<file path="src/rtl/adb_pkg.sv">
// ----------------------------------------------------------------------------
// adb_pkg
// Shared types and constants for the ADB message deframer.
// ----------------------------------------------------------------------------
package adb_pkg;

    localparam int unsigned MAX_PAYLOAD = 4096;
    localparam int unsigned CAP_W       = 13;
    localparam int unsigned SLICE_W     = 16;
    localparam int unsigned WORD_W      = 32;
    localparam int unsigned BYTE_W      = 8;
    localparam int unsigned FUNC_W      = 2;
    localparam int unsigned STATUS_W    = 3;
    localparam int unsigned HDR_WORDS   = 6;
    localparam int unsigned HDR_BYTES   = 24;
    localparam int unsigned HCOUNT_W    = 5;
    localparam int unsigned CFG_INDEX_W = 1;
    localparam int unsigned CFG_DATA_W  = 16;

    localparam logic [CAP_W-1:0]   CAP_RESET     = CAP_W'(4096);
    localparam logic [SLICE_W-1:0] TIMEOUT_RESET = SLICE_W'(600);
    localparam logic [CAP_W-1:0]   CAP_LIMIT     = CAP_W'(MAX_PAYLOAD);

    typedef enum logic [FUNC_W-1:0] {
        FN_BYTE  = 2'd0,
        FN_TICK  = 2'd1,
        FN_CLOSE = 2'd2
    } func_t;

    typedef enum logic [STATUS_W-1:0] {
        ST_OK        = 3'd0,
        ST_BAD_MAGIC = 3'd1,
        ST_TOO_LONG  = 3'd2,
        ST_BAD_SUM   = 3'd3,
        ST_TIMEOUT   = 3'd4,
        ST_CLOSED    = 3'd5
    } status_t;

    typedef enum logic [CFG_INDEX_W-1:0] {
        REG_CAPACITY = 1'd0,
        REG_TIMEOUT  = 1'd1
    } cfg_reg_t;

    typedef struct packed {
        logic    go_payload;
        status_t status;
    } hdr_result_t;

endpackage

</file>
<file path="src/rtl/adb_hdr_check.sv">
// ----------------------------------------------------------------------------
// adb_hdr_check
// Verdict on a completed header: magic, length against capacity, empty payload.
// ----------------------------------------------------------------------------
module adb_hdr_check (
    input  logic [adb_pkg::WORD_W-1:0] command,
    input  logic [adb_pkg::WORD_W-1:0] length,
    input  logic [adb_pkg::WORD_W-1:0] check,
    input  logic [adb_pkg::WORD_W-1:0] magic,
    input  logic [adb_pkg::CAP_W-1:0]  capacity,
    output adb_pkg::hdr_result_t       result
);
    import adb_pkg::*;

    logic [CAP_W-1:0] cap_eff;

    assign cap_eff = (capacity > CAP_LIMIT) ? CAP_LIMIT : capacity;

    always_comb
    begin
        result.go_payload = 1'b0;
        result.status     = ST_OK;
        priority if (magic != ~command)
        begin
            result.status = ST_BAD_MAGIC;
        end
        else if (length > {{(WORD_W-CAP_W){1'b0}}, cap_eff})
        begin
            result.status = ST_TOO_LONG;
        end
        else if (length == '0)
        begin
            result.status = (check == '0) ? ST_OK : ST_BAD_SUM;
        end
        else
        begin
            result.go_payload = 1'b1;
        end
    end

endmodule

</file>
<file path="src/rtl/adb_message_deframer_unit.sv">
// ----------------------------------------------------------------------------
// adb_message_deframer_unit
// Header assembly, payload pass-through with byte sum, and message verdicts.
// ----------------------------------------------------------------------------
// One link event is taken per clock cycle. Its result, if any, appears in the
// output register on the following cycle; in_ready drops only while that
// register holds a transaction the consumer has not taken, so a stream of
// events runs at one per cycle whenever out_ready stays high. All work for an
// event is one register-to-register step: a byte-lane write, a 32-bit add and
// compare, or the header verdict.
module adb_message_deframer_unit (
    input  logic                         clk,
    input  logic                         rst_n,
    input  logic                         cfg_valid,
    output logic                         cfg_ready,
    input  logic [adb_pkg::CFG_INDEX_W-1:0] cfg_index,
    input  logic [adb_pkg::CFG_DATA_W-1:0]  cfg_data,
    input  logic                         in_valid,
    output logic                         in_ready,
    input  logic [adb_pkg::FUNC_W-1:0]   func,
    input  logic [adb_pkg::BYTE_W-1:0]   rx_byte,
    output logic                         out_valid,
    input  logic                         out_ready,
    output logic                         kind,
    output logic [adb_pkg::BYTE_W-1:0]   data_byte,
    output logic [adb_pkg::WORD_W-1:0]   command,
    output logic [adb_pkg::WORD_W-1:0]   arg_first,
    output logic [adb_pkg::WORD_W-1:0]   arg_second,
    output logic [adb_pkg::WORD_W-1:0]   payload_len,
    output logic [adb_pkg::STATUS_W-1:0] status,
    output logic                         last
);
    import adb_pkg::*;

    logic                  phase_reg,  phase_next;
    logic [HCOUNT_W-1:0]   hcount_reg, hcount_next;
    logic [WORD_W-1:0]     words_reg [HDR_WORDS];
    logic [WORD_W-1:0]     words_next [HDR_WORDS];
    logic [CAP_W-1:0]      pcount_reg, pcount_next;
    logic [WORD_W-1:0]     sum_reg,    sum_next;
    logic [SLICE_W-1:0]    slice_reg,  slice_next;
    logic [CAP_W-1:0]      cap_reg;
    logic [SLICE_W-1:0]    tmo_reg;

    logic                  out_valid_reg;
    logic                  kind_reg;
    logic [BYTE_W-1:0]     byte_reg;
    logic [WORD_W-1:0]     command_reg, arg_first_reg, arg_second_reg, length_reg;
    status_t               status_reg;

    logic                  accept;
    logic                  res_valid;
    logic                  res_kind;
    logic [BYTE_W-1:0]     res_byte;
    status_t               res_status;
    logic                  show_hdr;
    logic                  rearm;
    logic [2:0]            widx;
    logic [1:0]            lane;
    logic [SLICE_W-1:0]    slice_inc;
    logic [CAP_W-1:0]      pcount_inc;
    logic [WORD_W-1:0]     sum_inc;
    logic [WORD_W-1:0]     magic;
    hdr_result_t           chk;

    assign cfg_ready = 1'b1;
    assign in_ready  = !out_valid_reg || out_ready;
    assign accept    = in_valid && in_ready;

    assign widx       = hcount_reg[HCOUNT_W-1:2];
    assign lane       = hcount_reg[1:0];
    assign slice_inc  = slice_reg + SLICE_W'(1);
    assign pcount_inc = pcount_reg + CAP_W'(1);
    assign sum_inc    = sum_reg + {{(WORD_W-BYTE_W){1'b0}}, rx_byte};
    assign magic      = {rx_byte, words_reg[5][WORD_W-BYTE_W-1:0]};

    adb_hdr_check u_hdr_check (
        .command  (words_reg[0]),
        .length   (words_reg[3]),
        .check    (words_reg[4]),
        .magic    (magic),
        .capacity (cap_reg),
        .result   (chk)
    );

    always_comb
    begin
        phase_next  = phase_reg;
        hcount_next = hcount_reg;
        words_next  = words_reg;
        pcount_next = pcount_reg;
        sum_next    = sum_reg;
        slice_next  = slice_reg;
        res_valid   = 1'b0;
        res_kind    = 1'b0;
        res_byte    = '0;
        res_status  = ST_OK;
        show_hdr    = phase_reg;
        rearm       = 1'b0;
        if (accept)
        begin
            unique case (func_t'(func))
                FN_CLOSE:
                begin
                    res_valid  = 1'b1;
                    res_kind   = 1'b1;
                    res_status = ST_CLOSED;
                    rearm      = 1'b1;
                end
                FN_TICK:
                begin
                    if (slice_inc >= tmo_reg)
                    begin
                        res_valid  = 1'b1;
                        res_kind   = 1'b1;
                        res_status = ST_TIMEOUT;
                        rearm      = 1'b1;
                    end
                    else
                    begin
                        slice_next = slice_inc;
                    end
                end
                FN_BYTE:
                begin
                    if (!phase_reg)
                    begin
                        words_next[widx][{lane, 3'b000} +: BYTE_W] = rx_byte;
                        hcount_next = hcount_reg + HCOUNT_W'(1);
                        if (hcount_reg == HCOUNT_W'(HDR_BYTES - 1))
                        begin
                            show_hdr = 1'b1;
                            if (chk.go_payload)
                            begin
                                phase_next  = 1'b1;
                                hcount_next = '0;
                                pcount_next = '0;
                                sum_next    = '0;
                                slice_next  = '0;
                            end
                            else
                            begin
                                res_valid  = 1'b1;
                                res_kind   = 1'b1;
                                res_status = chk.status;
                                rearm      = 1'b1;
                            end
                        end
                    end
                    else
                    begin
                        res_valid = 1'b1;
                        res_byte  = rx_byte;
                        if ({{(WORD_W-CAP_W){1'b0}}, pcount_inc} >= words_reg[3])
                        begin
                            res_kind   = 1'b1;
                            res_status = (sum_inc == words_reg[4]) ? ST_OK : ST_BAD_SUM;
                            rearm      = 1'b1;
                        end
                        else
                        begin
                            pcount_next = pcount_inc;
                            sum_next    = sum_inc;
                        end
                    end
                end
                default:
                begin
                end
            endcase
        end
        if (rearm)
        begin
            phase_next  = 1'b0;
            hcount_next = '0;
            pcount_next = '0;
            sum_next    = '0;
            slice_next  = '0;
        end
    end

    always_ff @(posedge clk or negedge rst_n)
    begin
        if (!rst_n)
        begin
            phase_reg     <= 1'b0;
            hcount_reg    <= '0;
            pcount_reg    <= '0;
            sum_reg       <= '0;
            slice_reg     <= '0;
            cap_reg       <= CAP_RESET;
            tmo_reg       <= TIMEOUT_RESET;
            out_valid_reg <= 1'b0;
        end
        else
        begin
            phase_reg  <= phase_next;
            hcount_reg <= hcount_next;
            pcount_reg <= pcount_next;
            sum_reg    <= sum_next;
            slice_reg  <= slice_next;
            if (cfg_valid && cfg_ready)
            begin
                unique case (cfg_reg_t'(cfg_index))
                    REG_CAPACITY: cap_reg <= cfg_data[CAP_W-1:0];
                    REG_TIMEOUT:  tmo_reg <= cfg_data[SLICE_W-1:0];
                endcase
            end
            if (res_valid)
            begin
                out_valid_reg <= 1'b1;
            end
            else if (out_ready)
            begin
                out_valid_reg <= 1'b0;
            end
        end
    end

    always_ff @(posedge clk)
    begin
        words_reg <= words_next;
        if (res_valid)
        begin
            kind_reg       <= res_kind;
            byte_reg       <= res_byte;
            status_reg     <= res_status;
            command_reg    <= show_hdr ? words_reg[0] : '0;
            arg_first_reg  <= show_hdr ? words_reg[1] : '0;
            arg_second_reg <= show_hdr ? words_reg[2] : '0;
            length_reg     <= show_hdr ? words_reg[3] : '0;
        end
    end

    assign out_valid   = out_valid_reg;
    assign kind        = kind_reg;
    assign data_byte   = byte_reg;
    assign command     = command_reg;
    assign arg_first   = arg_first_reg;
    assign arg_second  = arg_second_reg;
    assign payload_len = length_reg;
    assign status      = status_reg;
    assign last        = kind_reg;

endmodule

</file>
<file path="config.mk">
export PLATFORM = sky130hd
export DESIGN_NAME = adb_message_deframer_unit
export DESIGN_NICKNAME = d
export VERILOG_FILES = /design/src/rtl/adb_pkg.sv /design/src/rtl/adb_hdr_check.sv /design/src/rtl/adb_message_deframer_unit.sv
export SDC_FILE = /design/constraint.sdc
export NUM_CORES = 1
export LEC_CHECK = 0
export BUFFER_PORTS_ARGS = -buffer_cell sky130_fd_sc_hd__buf_2
export CORE_UTILIZATION = 40
export DETAILED_ROUTE_END_ITERATION = 16
export PLACE_DENSITY = 0.57
export SKIP_LAST_GASP = 1
export SLEW_MARGIN = 20
export SYNTH_ARGS = -nofsm -noshare
export SYNTH_HDL_FRONTEND = slang
export SYNTH_SLANG_ARGS = --single-unit
</file>
<file path="constraint.sdc">
create_clock -name clk -period 6.2 [get_ports clk]
set_input_delay 0.31 -clock clk [delete_from_list [all_inputs] [get_ports clk]]
set_output_delay 0.31 -clock clk [all_outputs]
set_load 0.02 [all_outputs]
</file>
# Yosys cells after proc, flatten, opt, wreduce, memory -nomap -nowiden
# Cells that the tools add are included.
[classes]
n_addsub = 5
n_mul = 0
div_mod_pow = 0
magnitude_cmp = 6
n_eq_ne = 11
n_shift = 2
mux = 67
n_bitwise = 4
reduce_logical = 21
[op_table]
columns = ["operator", "n"]
rows = [
  ["$mux 32", 8],
  ["$bwmux 192", 1],
  ["$mux 13", 8],
  ["$demux 32 s3", 1],
  ["$mux 16", 6],
  ["$logic_not 32->1", 2],
  ["$add 32x8->32", 1],
  ["$eq 32x32->1", 1],
  ["$ge 13x32->1", 1],
  ["$gt 32x13->1", 1],
  ["$ne 32x32->1", 1],
  ["$not 32->32", 1],
  ["$pmux 16 s2", 1],
  ["$shift 8x7->32 const A", 1],
  ["$shiftx 8x7->32", 1],
  ["$mux 5", 6],
  ["$mux 1", 23],
  ["$mux 3", 7],
  ["$add 16x1->16 const B", 1],
  ["$ge 16x16->1", 1],
  ["$ne 3x3->1 const B", 5],
  ["$add 13x1->13 const B", 1],
  ["$gt 13x13->1 const B", 1],
  ["$pmux 3 s3", 1],
  ["other kinds (22)", 35],
]
[totals]
reg_bits = 429
latchBits = 0
ramBits = 0
rom_bits = 0
input_bits = 32
output_inout_bits = 144
elab_cells = 137
n_memories = 0

# Longest topological paths before layout
[depth]
word_depth = 12
ltp_mapped = 17
ltp_nobuf = 15

# Cells and area by module
# A second synthesis with hierarchy kept.
[unflattened]
cells_unflattened = 1484
area_unflattened_um2 = 19286.0
[modules_own_cells]
columns = ["mod", "instances", "cells_each", "area_each_um2", "seq_area_each_um2"]
rows = [
  ["adb_message_deframer_unit", 1, 1358, 18353.9, 12162.9],
  ["adb_hdr_check", 1, 126, 932.1, 0.0],
]

# Least setup slack after synthesis
# Ideal clock, no wire load.
[synth_path]
path_type = "register to register"
startpoint = "reg slice_reg[0]"
endpoint = "reg arg_first_reg[0] (netlist: arg_first[0]) (enable)"
setup_ns = 0.492
t_arrival_ns = 5.576
required_time_ns = 5.708
path_slack_ns = 0.132
stages_incl_launch_ff = 15
path_buffers = 1
period_less_slack_ns = 6.068
path_cell_list = "dfrtp_1 ha_1 and3_1 and3_1 clkbuf_1 nand4_1 xnor2_1 ha_1 o21ai_0 o21ai_0 nand4b_1 o22ai_1 o32ai_2 a21oi_4 inv_1"
[synth_via]
elab_chain_cells = 5
[synth_rtl]
columns = ["element", "line_no", "text"]
rows = [
  ["start, declared", "adb_message_deframer_unit.sv:41", "logic [SLICE_W-1:0] slice_reg, slice_next;"],
  ["start signal, assigned", "adb_message_deframer_unit.sv:201", "slice_reg <= slice_next;"],
  ["$add 16x1->16", "adb_message_deframer_unit.sv:72", "assign slice_inc = slice_reg + SLICE_W'(1);"],
  ["$ge 16x16->1", "adb_message_deframer_unit.sv:112", "if (slice_inc >= tmo_reg)"],
  ["$mux 1", "adb_message_deframer_unit.sv:112", ""],
  ["$pmux 1 s3", "adb_message_deframer_unit.sv:102", "unique case (func_t'(func))"],
  ["$mux 1", "adb_message_deframer_unit.sv:100", "if (accept)"],
  ["named net res_valid", "adb_message_deframer_unit.sv:52", "logic res_valid;"],
  ["end signal, assigned", "adb_message_deframer_unit.sv:229", "arg_first_reg <= show_hdr ? words_reg[1] : '0;"],
  ["end, declared", "adb_message_deframer_unit.sv:48", "logic [WORD_W-1:0] command_reg, arg_first_reg, arg_second_reg, length_reg;"],
]
# The timed path passes the listed nets, and every way through them passes these cells.
# A chain may end at the register's enable or synchronous reset.

# Final worst setup path
[layout_path]
startpoint = "reg slice_reg[0]"
endpoint = "reg command_reg[27] (netlist: command[27]) (enable)"
[layout_via]
elab_chain_cells = 5
[layout_rtl]
columns = ["element", "line_no", "text"]
rows = [
  ["$add 16x1->16", "adb_message_deframer_unit.sv:72", ""],
  ["$ge 16x16->1", "adb_message_deframer_unit.sv:112", ""],
  ["$mux 1", "adb_message_deframer_unit.sv:112", ""],
  ["$pmux 1 s3", "adb_message_deframer_unit.sv:102", ""],
  ["$mux 1", "adb_message_deframer_unit.sv:100", ""],
  ["named net res_valid", "adb_message_deframer_unit.sv:52", ""],
  ["end signal, assigned", "adb_message_deframer_unit.sv:228", "command_reg <= show_hdr ? words_reg[0] : '0;"],
  ["end, declared", "adb_message_deframer_unit.sv:48", ""],
]
# The timed path passes the listed nets, and every way through them passes these cells.

==> qor.yml <==
yosys:
  synth_cell_types: 87
  yosysSeqAreaShare_pct: 62.8
  synth_common_cells: "324 x edfxtp_1, 124 x nor2b_1, 92 x dfrtp_1"
  async_flop_share_pct: 23.0
  yosysTopAreaCell: "edfxtp_1"
  synth_edf_count: 324
  syn-num-nets: 1606
  synth.area.top_cells: "edfxtp_1 50%, dfrtp_1 12%, nor2b_1 4.0%"
  ys_seq_elements: 421
  syn_area_um2: 19400
  avgSynthCellArea_um2: 12.8
  synth.most_common_cell: "edfxtp_1"
  ys.flop_type: "edfxtp_1"
  syn_inst: 1515
  synth_top_area_share_pct: 50.2
  yosysWarnings: 0
setup_path:
  worst_ep_arrival_time_ps: 4940
  worst-path-max-fanout: 91
  reg2reg_from: "slice_reg[0]"
  regToRegSetupSlack_ps: 1460
  cp_data_required_time_ps: 6390
  worstRegToRegCells: 14
  r2r-end: "command[27]"
  cp-start-kind: "flop"
  worst_setup_path_end_kind: "flop"
  critPathKind: "reg -> reg"
global_routing:
  grt_pass1_wl_um: 77900
  grt_pass1_vias: 12600
  grt_overflow_total: 0
  antenna_found_initial: 2
  grtUsageTotal_pct: 20.8
  grt_max_degree: 117
final_layout:
  drive_above_1_share_pct: 18.6
  nets: 1794
  largest_reg_flops: 160
  nFillCells: 4307
  area_delta_synth_final_pct: 16.3
  final_cell_count_no_fill: 2356
power_and_ir_drop:
  ir_drop_uv: 193
  power_density_nw_per_um2: 298
  finalPower_mw: 6.71
  leakagePower_nw: 8.47
hold_path:
  min_to: "tmo_reg[11]"
  worstHoldStart: "cfg_data[11]"
  hold_class: "in -> reg"
  whs_path_depth: 2
drt:
  first_pass_iters: 5
  ant_nets: 0
  dr_total_vias: 12900
  drtIter0Drc: 998
  wire_per_inst_um: 21.6
  drc: 0
  post_drt_via_cell_ratio: 5.46
  wl_um: 51000
sta:
  skew_ps: 29.5
  min_period_ps: 4740
  relSlewSlack_pct: 33.9
  grt_setup_unrepaired: "no"
  fin_tns_setup_ps: 0
  finalCritPeriodShare_pct: 76.5
  final-hold-violation-count: 0
  max_freq_mhz: 211
  setup_violations: 0
  maxSlewViolCount: 0
  whs_ps: 44.1
  tightest_slew_ps: 982
floorplanning:
  core-area_um2: 47700
  ioPinCount: 176
  fp.dieW_um: 222
  placementRows: 80
  dieArea_um2: 49300
  die_h_um: 222
  start_util_pct: 40.6
clock_network:
  ctsResizeCount: 0
  cts_tree: "yes"
  cts_root_buffer: "clkbuf_16"
  cts_made_buffers: 44
  cts_buffer_depth: 3
  post_cts_buffers: 0
  cts.clk_slew.worst_paths_ps: 60
  clock_sinks: 421
  clkLatencyLatePin_ps: 580
  htreeDepth: 2
run:
  drv_cap: 0
placement:
  place_inst: 2257
  dpl.hpwl_um: 36600
  place_congestion: 0.941
  io_buffers: 174
outcome:
  outcome: "finished, final reports clean"
[placed cells by master (no fill, tap or decap), types with 7 or more instances in the layout]
| cell type | synthesis | layout |
|---|---|---|
| a22o_1 | 11 | 11 |
| and2_1 | 38 | 38 |
| ha_1 | 58 | 58 |
| xnor2_1 | 78 | 78 |
| nor2b_1 | 124 | 123 |
| nand3_1 | 41 | 41 |
| nand4_1 | 31 | 31 |
| o21ai_0 | 38 | 38 |
| nor4_1 | 25 | 25 |
| and3_1 | 26 | 26 |
| nor2_1 | 90 | 89 |
| xor2_1 | 22 | 22 |
| buf_4 | 3 | 9 |
| inv_1 | 55 | 54 |
| nand2_1 | 88 | 88 |
| a31oi_1 | 27 | 27 |
| buf_2 | 17 | 173 |
| a21oi_1 | 57 | 56 |
| a211oi_1 | 9 | 9 |
| mux2i_1 | 16 | 16 |
| o211ai_1 | 7 | 7 |
| clkinv_2 | 0 | 9 |
| clkbuf_16 | 0 | 46 |
| nor3_1 | 13 | 13 |
| edfxtp_1 | 324 | 324 |
| or4_1 | 7 | 7 |
| or3_1 | 9 | 9 |
| mux2_2 | 29 | 29 |
| nand2b_1 | 20 | 20 |
| dfrtp_1 | 92 | 92 |
| dlygate4sd3_1 | 0 | 15 |
| clkinvlp_4 | 0 | 7 |
[worst max-delay path by stage]
stage / startpoint / slack [ps] / end
6_report: slice_reg[0] / 1460 / command[27]
5_1_grt: slice_reg[0] / 1070 / command[27]
4_1_cts: slice_reg[0] / 1460 / payload_len[22]
3_5_place_dp: slice_reg[0] / 1530 / arg_second[19]
3_3_place_gp: slice_reg[0] / 1590 / arg_second[18]
2_1_floorplan: slice_reg[0] / 130 / arg_first[0]
[power breakdown]
part | leakage, nW | switching (mW) | total [mW] | internal (mW)
Combinational | 3.40 | 0.464 | 0.705 | 0.241
Sequential | 4.35 | 0.0813 | 3.30 | 3.22
Clock | 0.714 | 1.13 | 2.71 | 1.57
[cell families (layout without fill, tap and decap cells)]
logic type	Yosys count	in the layout	synth area share, %
AND/OR/NAND/NOR	541	541	15.4
flip-flops	421	421	62.8
AO/OA/AOI/OAI	235	235	8.56
buffers and inverters	113	337	2.40
XOR/XNOR	100	100	4.52
adder cells (fa/ha/maj)	59	59	3.85
multiplexers	45	45	2.51
other	1	3	0.0194
[critical path, stage by stage (launching register included)]
cell and delay, ps:
dfrtp_1 420, ha_1 250, and3_1 210, and3_1 360, nand4_1 160, xnor2_1 170, ha_1 300, o21ai_0 70
o21ai_0 220, nand4b_1 150, o22ai_1 160, o32ai_2 760, a21oi_4 130, inv_6 420, buf_12 430
[layer usage]
metal | routed length [um] | GRT usage, %
met3 | 2850 | 3.31
met1 | 23500 | 29.4
met2 | 23500 | 33.3
met5 | 0 | 0
met4 | 1090 | 5.33
[final cells by class]
| class | count | area (um^2) | area share (%) |
|---|---|---|---|
| repair buffers | 199 | 1120 | 4.99 |
| flip-flops and latches | 421 | 12200 | 54.0 |
| clock inverters | 32 | 327 | 1.45 |
| well taps | 615 | 769 | 3.42 |
| clock buffers | 50 | 1170 | 5.18 |
| multi-input cells | 981 | 6760 | 30.0 |
| diodes | 2 | 5.00 | 0.0222 |
| inverters | 56 | 215 | 0.955 |
[metrics by stage]
step	setup WS, ps	utilization [%]	cell area, um^2
floorplan	132	-	19400
global placement	1590	43.7	20900
detailed placement	1530	43.7	20900
CTS	1460	47.2	22500
global route	1070	47.2	22500
finish	1460	47.2	22500
[timing repair]
item,in CTS,in global routing
hold buffers,15,0
setup endpoints to repair,0,0
hold endpoints to repair,63,0
(Power assumes the default switching activity.)
